File: src/hw/rtl/mm_pkg.sv
`default_nettype none
// ----------------------------------------------------------------------------
// mm_pkg: shared types and constants of the matrix multiply engine
// Matrix size limits, store geometry, opcodes, register indexes, the
// sequencer state type and the tag that travels down the MAC pipeline.
// ----------------------------------------------------------------------------
package mm_pkg;

    localparam int MAX_DIM    = 8;
    localparam int DIM_W      = $clog2(MAX_DIM);
    localparam int CFG_W      = 4;
    localparam int STORE_DEPTH = MAX_DIM * MAX_DIM;
    localparam int ADDR_W     = $clog2(STORE_DEPTH);
    localparam int ENTRY_W    = 16;
    localparam int PROD_W     = 2 * ENTRY_W;
    localparam int SUM_W      = 35;

    typedef enum logic [1:0] {
        OP_LOAD_A  = 2'd0,
        OP_LOAD_B  = 2'd1,
        OP_COMPUTE = 2'd2,
        OP_NONE    = 2'd3
    } opcode_t;

    typedef enum logic [1:0] {
        REG_ROWS_A    = 2'd0,
        REG_INNER_DIM = 2'd1,
        REG_COLS_B    = 2'd2,
        REG_UNUSED    = 2'd3
    } reg_index_t;

    typedef enum logic [1:0] {
        ST_IDLE,
        ST_ISSUE,
        ST_DRAIN
    } state_t;

    // Bookkeeping carried with each multiply term.
    typedef struct packed {
        logic             first_k;
        logic             last_k;
        logic             last_entry;
        logic [DIM_W-1:0] row;
        logic [DIM_W-1:0] col;
    } mm_tag_t;

    // Saturate a written dimension into 1..MAX_DIM.
    function automatic logic [CFG_W-1:0] clamp_dim(input logic [CFG_W-1:0] value);
        logic [CFG_W-1:0] v;
        v = value;
        if (v == '0) begin
            v = CFG_W'(1);
        end
        if (v > CFG_W'(MAX_DIM)) begin
            v = CFG_W'(MAX_DIM);
        end
        return v;
    endfunction

endpackage : mm_pkg
`default_nettype wire

File: src/hw/rtl/mm_ram.sv
`default_nettype none
// ----------------------------------------------------------------------------
// mm_ram: generic single-write, single-read RAM
// One write port and one read port; read data is registered.
// ----------------------------------------------------------------------------
module mm_ram #(
    parameter int WIDTH = 16,
    parameter int DEPTH = 64
) (
    input  wire logic                     clk,
    input  wire logic                     wr_en,
    input  wire logic [$clog2(DEPTH)-1:0] wr_addr,
    input  wire logic [WIDTH-1:0]         wr_data,
    input  wire logic [$clog2(DEPTH)-1:0] rd_addr,
    output logic      [WIDTH-1:0]         rd_data
);

    logic [WIDTH-1:0] mem_reg [DEPTH];

    always_ff @(posedge clk)
    begin
        if (wr_en)
        begin
            mem_reg[wr_addr] <= wr_data;
        end
        rd_data <= mem_reg[rd_addr];
    end

endmodule : mm_ram
`default_nettype wire

File: src/hw/rtl/matrix_multiply.sv
`default_nettype none
// ----------------------------------------------------------------------------
// matrix_multiply: dense fixed-point matrix product engine
// Stores A and B in two RAMs and streams C = A x B through one shared
// multiply-accumulate unit.
// ----------------------------------------------------------------------------
// A request is taken on a clock edge with start high and busy low. Load
// requests (opcode 0 for A, 1 for B) write one Q8.8 entry and keep busy
// low. A compute request (opcode 2) raises busy and emits every entry of C
// in row-major order, one per result_valid pulse; each pulse lasts exactly
// one cycle and cannot be held off, so capture the result then. One
// multiply-accumulate unit walks the inner dimension, one term per cycle,
// and busy stays high while the terms issue and while the last term passes
// RAM read, multiply and accumulate; its result pulses in the final busy
// cycle. Opcode 3 is ignored. Write the dimension registers only while busy
// is low; 0 reads as 1 and values above 8 read as 8.
// Entries of A and B must be loaded before a compute uses them.
// ----------------------------------------------------------------------------
module matrix_multiply
    import mm_pkg::*;
(
    input  wire logic                clk,
    input  wire logic                rst_n,
    // request channel
    input  wire logic                start,
    output logic                     busy,
    input  wire logic [1:0]          opcode,
    input  wire logic [DIM_W-1:0]    row_index,
    input  wire logic [DIM_W-1:0]    col_index,
    input  wire logic signed [ENTRY_W-1:0] entry_value,
    // configuration write port
    input  wire logic                cfg_wr_en,
    input  wire logic [1:0]          cfg_index,
    input  wire logic [CFG_W-1:0]    cfg_data,
    // result channel
    output logic                     result_valid,
    output logic [DIM_W-1:0]         out_row,
    output logic [DIM_W-1:0]         out_col,
    output logic signed [SUM_W-1:0]  product_value,
    output logic                     last_entry
);

    // ------------------------------------------------------------------
    // Dimension registers
    // ------------------------------------------------------------------
    logic [CFG_W-1:0] rows_a_reg;
    logic [CFG_W-1:0] inner_dim_reg;
    logic [CFG_W-1:0] cols_b_reg;

    always_ff @(posedge clk or negedge rst_n)
    begin
        if (!rst_n)
        begin
            rows_a_reg    <= CFG_W'(MAX_DIM);
            inner_dim_reg <= CFG_W'(MAX_DIM);
            cols_b_reg    <= CFG_W'(MAX_DIM);
        end
        else if (cfg_wr_en)
        begin
            unique case (reg_index_t'(cfg_index))
                REG_ROWS_A:    rows_a_reg    <= clamp_dim(cfg_data);
                REG_INNER_DIM: inner_dim_reg <= clamp_dim(cfg_data);
                REG_COLS_B:    cols_b_reg    <= clamp_dim(cfg_data);
                default:       ;  // unknown index: drop the write
            endcase
        end
    end

    // ------------------------------------------------------------------
    // Request decode: loads go straight into the stores
    // ------------------------------------------------------------------
    state_t state_reg, state_next;
    logic   req_accept;
    logic   load_a;
    logic   load_b;
    logic   compute_req;

    assign busy        = (state_reg != ST_IDLE);
    assign req_accept  = start && !busy;
    assign load_a      = req_accept && (opcode_t'(opcode) == OP_LOAD_A);
    assign load_b      = req_accept && (opcode_t'(opcode) == OP_LOAD_B);
    assign compute_req = req_accept && (opcode_t'(opcode) == OP_COMPUTE);

    // ------------------------------------------------------------------
    // Sequencer: walk i (row), j (col), k (inner) one term per cycle
    // ------------------------------------------------------------------
    logic [DIM_W-1:0] i_reg, i_next;
    logic [DIM_W-1:0] j_reg, j_next;
    logic [DIM_W-1:0] k_reg, k_next;
    logic             issue;
    logic             k_done;
    logic             j_done;
    logic             i_done;
    mm_tag_t          issue_tag;

    assign k_done = ({1'b0, k_reg} == (inner_dim_reg - CFG_W'(1)));
    assign j_done = ({1'b0, j_reg} == (cols_b_reg - CFG_W'(1)));
    assign i_done = ({1'b0, i_reg} == (rows_a_reg - CFG_W'(1)));

    always_ff @(posedge clk or negedge rst_n)
    begin
        if (!rst_n)
        begin
            state_reg <= ST_IDLE;
            i_reg     <= '0;
            j_reg     <= '0;
            k_reg     <= '0;
        end
        else
        begin
            state_reg <= state_next;
            i_reg     <= i_next;
            j_reg     <= j_next;
            k_reg     <= k_next;
        end
    end

    logic s1_valid_reg;
    logic s2_valid_reg;

    always_comb
    begin
        state_next = state_reg;
        i_next     = i_reg;
        j_next     = j_reg;
        k_next     = k_reg;
        issue      = 1'b0;
        unique case (state_reg)
            ST_IDLE:
            begin
                i_next = '0;
                j_next = '0;
                k_next = '0;
                if (compute_req)
                begin
                    state_next = ST_ISSUE;
                end
            end
            ST_ISSUE:
            begin
                issue = 1'b1;
                if (k_done)
                begin
                    k_next = '0;
                    if (j_done)
                    begin
                        j_next = '0;
                        if (i_done)
                        begin
                            state_next = ST_DRAIN;
                        end
                        else
                        begin
                            i_next = i_reg + DIM_W'(1);
                        end
                    end
                    else
                    begin
                        j_next = j_reg + DIM_W'(1);
                    end
                end
                else
                begin
                    k_next = k_reg + DIM_W'(1);
                end
            end
            ST_DRAIN:
            begin
                // hold until the last term has left the MAC pipeline
                if (!s1_valid_reg && !s2_valid_reg)
                begin
                    state_next = ST_IDLE;
                end
            end
            default:
            begin
                state_next = ST_IDLE;
            end
        endcase
    end

    assign issue_tag.first_k    = (k_reg == '0);
    assign issue_tag.last_k     = k_done;
    assign issue_tag.last_entry = k_done && j_done && i_done;
    assign issue_tag.row        = i_reg;
    assign issue_tag.col        = j_reg;

    // ------------------------------------------------------------------
    // Matrix stores: entry (r,c) at r*MAX_DIM + c
    // ------------------------------------------------------------------
    logic [ENTRY_W-1:0] a_rd_data;
    logic [ENTRY_W-1:0] b_rd_data;

    mm_ram #(
        .WIDTH (ENTRY_W),
        .DEPTH (STORE_DEPTH)
    ) u_left_store (
        .clk     (clk),
        .wr_en   (load_a),
        .wr_addr ({row_index, col_index}),
        .wr_data (entry_value),
        .rd_addr ({i_reg, k_reg}),
        .rd_data (a_rd_data)
    );

    mm_ram #(
        .WIDTH (ENTRY_W),
        .DEPTH (STORE_DEPTH)
    ) u_right_store (
        .clk     (clk),
        .wr_en   (load_b),
        .wr_addr ({row_index, col_index}),
        .wr_data (entry_value),
        .rd_addr ({k_reg, j_reg}),
        .rd_data (b_rd_data)
    );

    // ------------------------------------------------------------------
    // MAC pipeline: stage 1 = RAM read, stage 2 = product, stage 3 = sum
    // ------------------------------------------------------------------
    mm_tag_t                   s1_tag_reg;
    mm_tag_t                   s2_tag_reg;
    logic signed [PROD_W-1:0]  prod_reg;
    logic signed [SUM_W-1:0]   acc_reg;
    logic signed [SUM_W-1:0]   acc_next;

    always_ff @(posedge clk or negedge rst_n)
    begin
        if (!rst_n)
        begin
            s1_valid_reg <= 1'b0;
            s2_valid_reg <= 1'b0;
            result_valid <= 1'b0;
        end
        else
        begin
            s1_valid_reg <= issue;
            s2_valid_reg <= s1_valid_reg;
            result_valid <= s2_valid_reg && s2_tag_reg.last_k;
        end
    end

    // Start a fresh sum on the first term of each entry.
    assign acc_next = (s2_tag_reg.first_k ? SUM_W'(0) : acc_reg)
                    + {{(SUM_W-PROD_W){prod_reg[PROD_W-1]}}, prod_reg};

    always_ff @(posedge clk)
    begin
        s1_tag_reg <= issue_tag;
        s2_tag_reg <= s1_tag_reg;
        prod_reg   <= $signed(a_rd_data) * $signed(b_rd_data);
        if (s2_valid_reg)
        begin
            acc_reg <= acc_next;
        end
        if (s2_valid_reg && s2_tag_reg.last_k)
        begin
            out_row       <= s2_tag_reg.row;
            out_col       <= s2_tag_reg.col;
            product_value <= acc_next;
            last_entry    <= s2_tag_reg.last_entry;
        end
    end

endmodule : matrix_multiply
`default_nettype wire
File: config.mk
export PLATFORM = sky130hd
export DESIGN_NAME = matrix_multiply
export DESIGN_NICKNAME = d
export VERILOG_FILES = /design/src/hw/rtl/mm_pkg.sv /design/src/hw/rtl/mm_ram.sv /design/src/hw/rtl/matrix_multiply.sv
export SDC_FILE = /design/constraint.sdc
export NUM_CORES = 2
export LEC_CHECK = 0
export BUFFER_PORTS_ARGS = -buffer_cell sky130_fd_sc_hd__buf_2
export CAP_MARGIN = 20
export CELL_PAD_IN_SITES_DETAIL_PLACEMENT = 0
export CELL_PAD_IN_SITES_GLOBAL_PLACEMENT = 1
export CORE_MARGIN = 8
export CORE_UTILIZATION = 41
export CTS_CLUSTER_SIZE = 28
export DETAILED_ROUTE_END_ITERATION = 6
export PLACE_DENSITY = 0.68
export SLEW_MARGIN = 20
export SYNTH_ARGS = -nofsm -noshare
export SYNTH_HDL_FRONTEND = slang
export SYNTH_SLANG_ARGS = --single-unit
File: constraint.sdc
create_clock -name clk -period 7.8 [get_ports clk]
set_clock_uncertainty 0.05 [all_clocks]
set_input_delay 1.56 -clock clk [delete_from_list [all_inputs] [get_ports clk]]
set_output_delay 1.56 -clock clk [all_outputs]
set_load 0.03 [all_outputs]
==> qor.txt <==
DRC Markers: 0
Netlist Area Pre-Place: 95200 um2
number of warnings issued by yosys: 0
internal reg-to-reg setup slack: 1190 ps
Final Max Slew Viols: 0
Worst EP required: 8460 ps
Syn Inst Count: 4730
WL/cell: 27.3 um
P&R area growth vs syn: 12.5%
fin crit share: 84.8%
hold endpoint: s2_tag_reg[5]$_DFF_P_
Peak Freq: 151 MHz
pin count of the biggest net entering global routing: 136
Skew-Pair Late Insertion Delay: 870 ps
clock sinks: 2233
Distinct cells, synth: 72
Fill cells: 19200
remaining antenna violation count after routing: 0
R2R cell count: 19
Data arrival, critical path: 7270 ps
gr ovfl total: 0
Worst setup EP type: register
EDFF count, synth: 2125
CP Class: register to register
number of max-cap violations: 0
CTS tree: built
Final nets: 5428
root buf cell: clkbuf_16
initial core utilization: 41.1%
final WL: 225000 um
initial drt markers: 4685
die width: 498 um
RSZ-0062 raised after global routing: false
Reg clk slew, reported paths: 60 ps
final core utilization: 46.2%
Mean Syn Cell Area: 20.1 um2
dominant synthesized flop cell: edfxtp_1
Die Y-Extent: 498 um
Max FO, Critical Path: 16
via count: 45400
multi-input logic area: 27000 um2
FP Rows: 177
number of CTS-inserted buffers: 219
IO buf count: 77
Worst-Margin Slew: 1110 ps
Clock Path Buffers: 3
post-CTS setup buffer count: 0
sequential share of the synthesized area: 69.4%
post-synth net total: 5150
TritonRoute pass-1 iters: 5
setup_tns: 0 ps
post-CTS sizing: 0
core area: 232000 um2
die area: 248000 um2
slew margin rel.: 25.0%
run status: complete, no violations
Tot GR Track Use: 17.9%
CP Launch Type: register
DP HPWL: 136000 um
Ports: 78
final number of setup-violating endpoints: 0
gpl congestion: 0.787
Worst Hold Class: register to register
post-synthesis register bit count: 2233
first-pass GRT wire length: 329000 um
CTS Hold Buffers Added: 0
cell depth of the worst hold path: 0
async set-reset flop share out of synthesis: 1.16%
fraction of layout instances using a drive strength above 1: 24.5%
sequential cell area: 66100 um2
Reg-to-Reg Start: u_right_store.rd_data[4]$_DFF_P_
endpoints failing hold: 0
Max H-tree Level: 4
initial antenna violation count: 26
post-layout min period: 6610 ps
reg-to-reg endpoint: prod_reg[30]$_DFF_P_
vias per cell: 5.51
vias in the first global route: 46800
critical hold path startpoint: s1_tag_reg[5]$_DFF_P_
-- cell usage after synthesis (all sizes together), types with 4 or more instances --
library cell / instances / area share (%)
nor2: 190 / 0.75
a2111oi: 4 / 0.058
and3: 8 / 0.053
mux2: 4 / 0.047
o21bai: 15 / 0.12
a21o: 22 / 0.17
nor3: 17 / 0.089
a21oi: 64 / 0.35
nand3: 18 / 0.095
nand3b: 7 / 0.055
ha: 123 / 1.6
mux4: 672 / 16
o21ai: 52 / 0.28
xnor2: 59 / 0.54
and2: 126 / 0.83
o21a: 4 / 0.032
clkbuf: 116 / 0.46
or3: 6 / 0.039
inv: 329 / 1.3
nand2: 170 / 0.67
dfxtp: 82 / 1.7
dfrtp: 23 / 0.60
nand2b: 22 / 0.14
buf: 85 / 0.47
fa: 263 / 5.5
edfxtp: 2125 / 67
nor3b: 4 / 0.032
o31ai: 6 / 0.062
a211oi: 9 / 0.076
nand4: 5 / 0.033
xor2: 17 / 0.16
nor2b: 40 / 0.26
-- worst max path at each step --
stage | startpoint | endpoint | slack, ps | cells past startpoint
CTS | u_right_store.rd_data[4]$_DFF_P_ | prod_reg[30]$_DFF_P_ | 1170 | 19
floorplan | u_left_store.rd_data[15]$_DFF_P_ | prod_reg[30]$_DFF_P_ | 1700 | 20
global placement | u_left_store.rd_data[15]$_DFF_P_ | prod_reg[30]$_DFF_P_ | 1190 | 19
detailed placement | u_right_store.rd_data[4]$_DFF_P_ | prod_reg[30]$_DFF_P_ | 1200 | 19
finish | u_right_store.rd_data[4]$_DFF_P_ | prod_reg[30]$_DFF_P_ | 1190 | 19
global route | u_right_store.rd_data[4]$_DFF_P_ | prod_reg[30]$_DFF_P_ | 750 | 19
-- placed cells by master, fill, tap and decap left out, drive strengths merged, types with 18 or more instances in the layout --
master,instances
a21o,22
a21oi,64
and2,126
buf,258
clkbuf,280
clkinv,98
dfrtp,23
dfxtp,82
edfxtp,2125
fa,263
ha,123
inv,335
mux4,672
nand2,170
nand2b,22
nand3,18
nor2,190
nor2b,40
o21ai,52
xnor2,59
-- per-layer routing --
layer | track usage [%] | part of all wire [%] | vias to the layer above | wire, um
met5 | 0 | 0.023 | - | 51
met4 | 4.58 | 2.3 | 8 | 5100
met3 | 3.03 | 7.3 | 295 | 16300
met2 | 28.9 | 48 | 1585 | 108000
met1 | 25.7 | 42 | 24300 | 95400
li1 | - | - | 19200 | -
-- critical path, cell delays in order, from the launching register on --
cell and delay (ps):
dfxtp_1 650, nand2_1 190, inv_1 160, fa_1 490
fa_1 700, inv_1 190, fa_1 520, fa_1 560
fa_1 430, fa_1 500, inv_1 40, ha_1 350
a21o_1 190, a21o_1 180, a2111oi_0 570, nor2_1 110
a21o_1 200, a21oi_1 140, o31ai_1 90, xor2_1 150
-- logic make-up after synthesis --
| kind of cell | count (synthesis) | share of synthesized area [%] |
|---|---|---|
| and+or+nand+nor | 625 | 3.16 |
| AOI/OAI and AO/OA | 201 | 1.36 |
| buffers and inverters | 531 | 2.23 |
| adders and majority gates | 386 | 7.15 |
| DFF | 2233 | 69.4 |
| muxes | 678 | 16.0 |
| xor gates and xnor gates | 76 | 0.699 |
-- layout make-up --
cell class | instances | share of cell area (%)
sequential | 2233 | 61.7
multi-input combinational | 1966 | 25.2
clock buffer | 280 | 5.41
tap | 3043 | 3.55
timing repair buffer | 258 | 1.78
clock inverter | 126 | 1.16
inverter | 330 | 1.16
antenna | 10 | 0.0234
-- stage by stage --
step                      instance area, um2  instances  hold slack [ps]  setup slack, ps
after floorplan                        95200       4730              260             1700
after global placement                100000       7827              260             1190
after detailed placement              100000       7827              265             1200
after CTS                             107000       8233              279             1170
after global routing                  107000       8238              287              747
final                                 107000       8246              279             1190
Power is not shown: default switching activity piles up to over one toggle a cycle in this logic, so the estimate is an artifact.
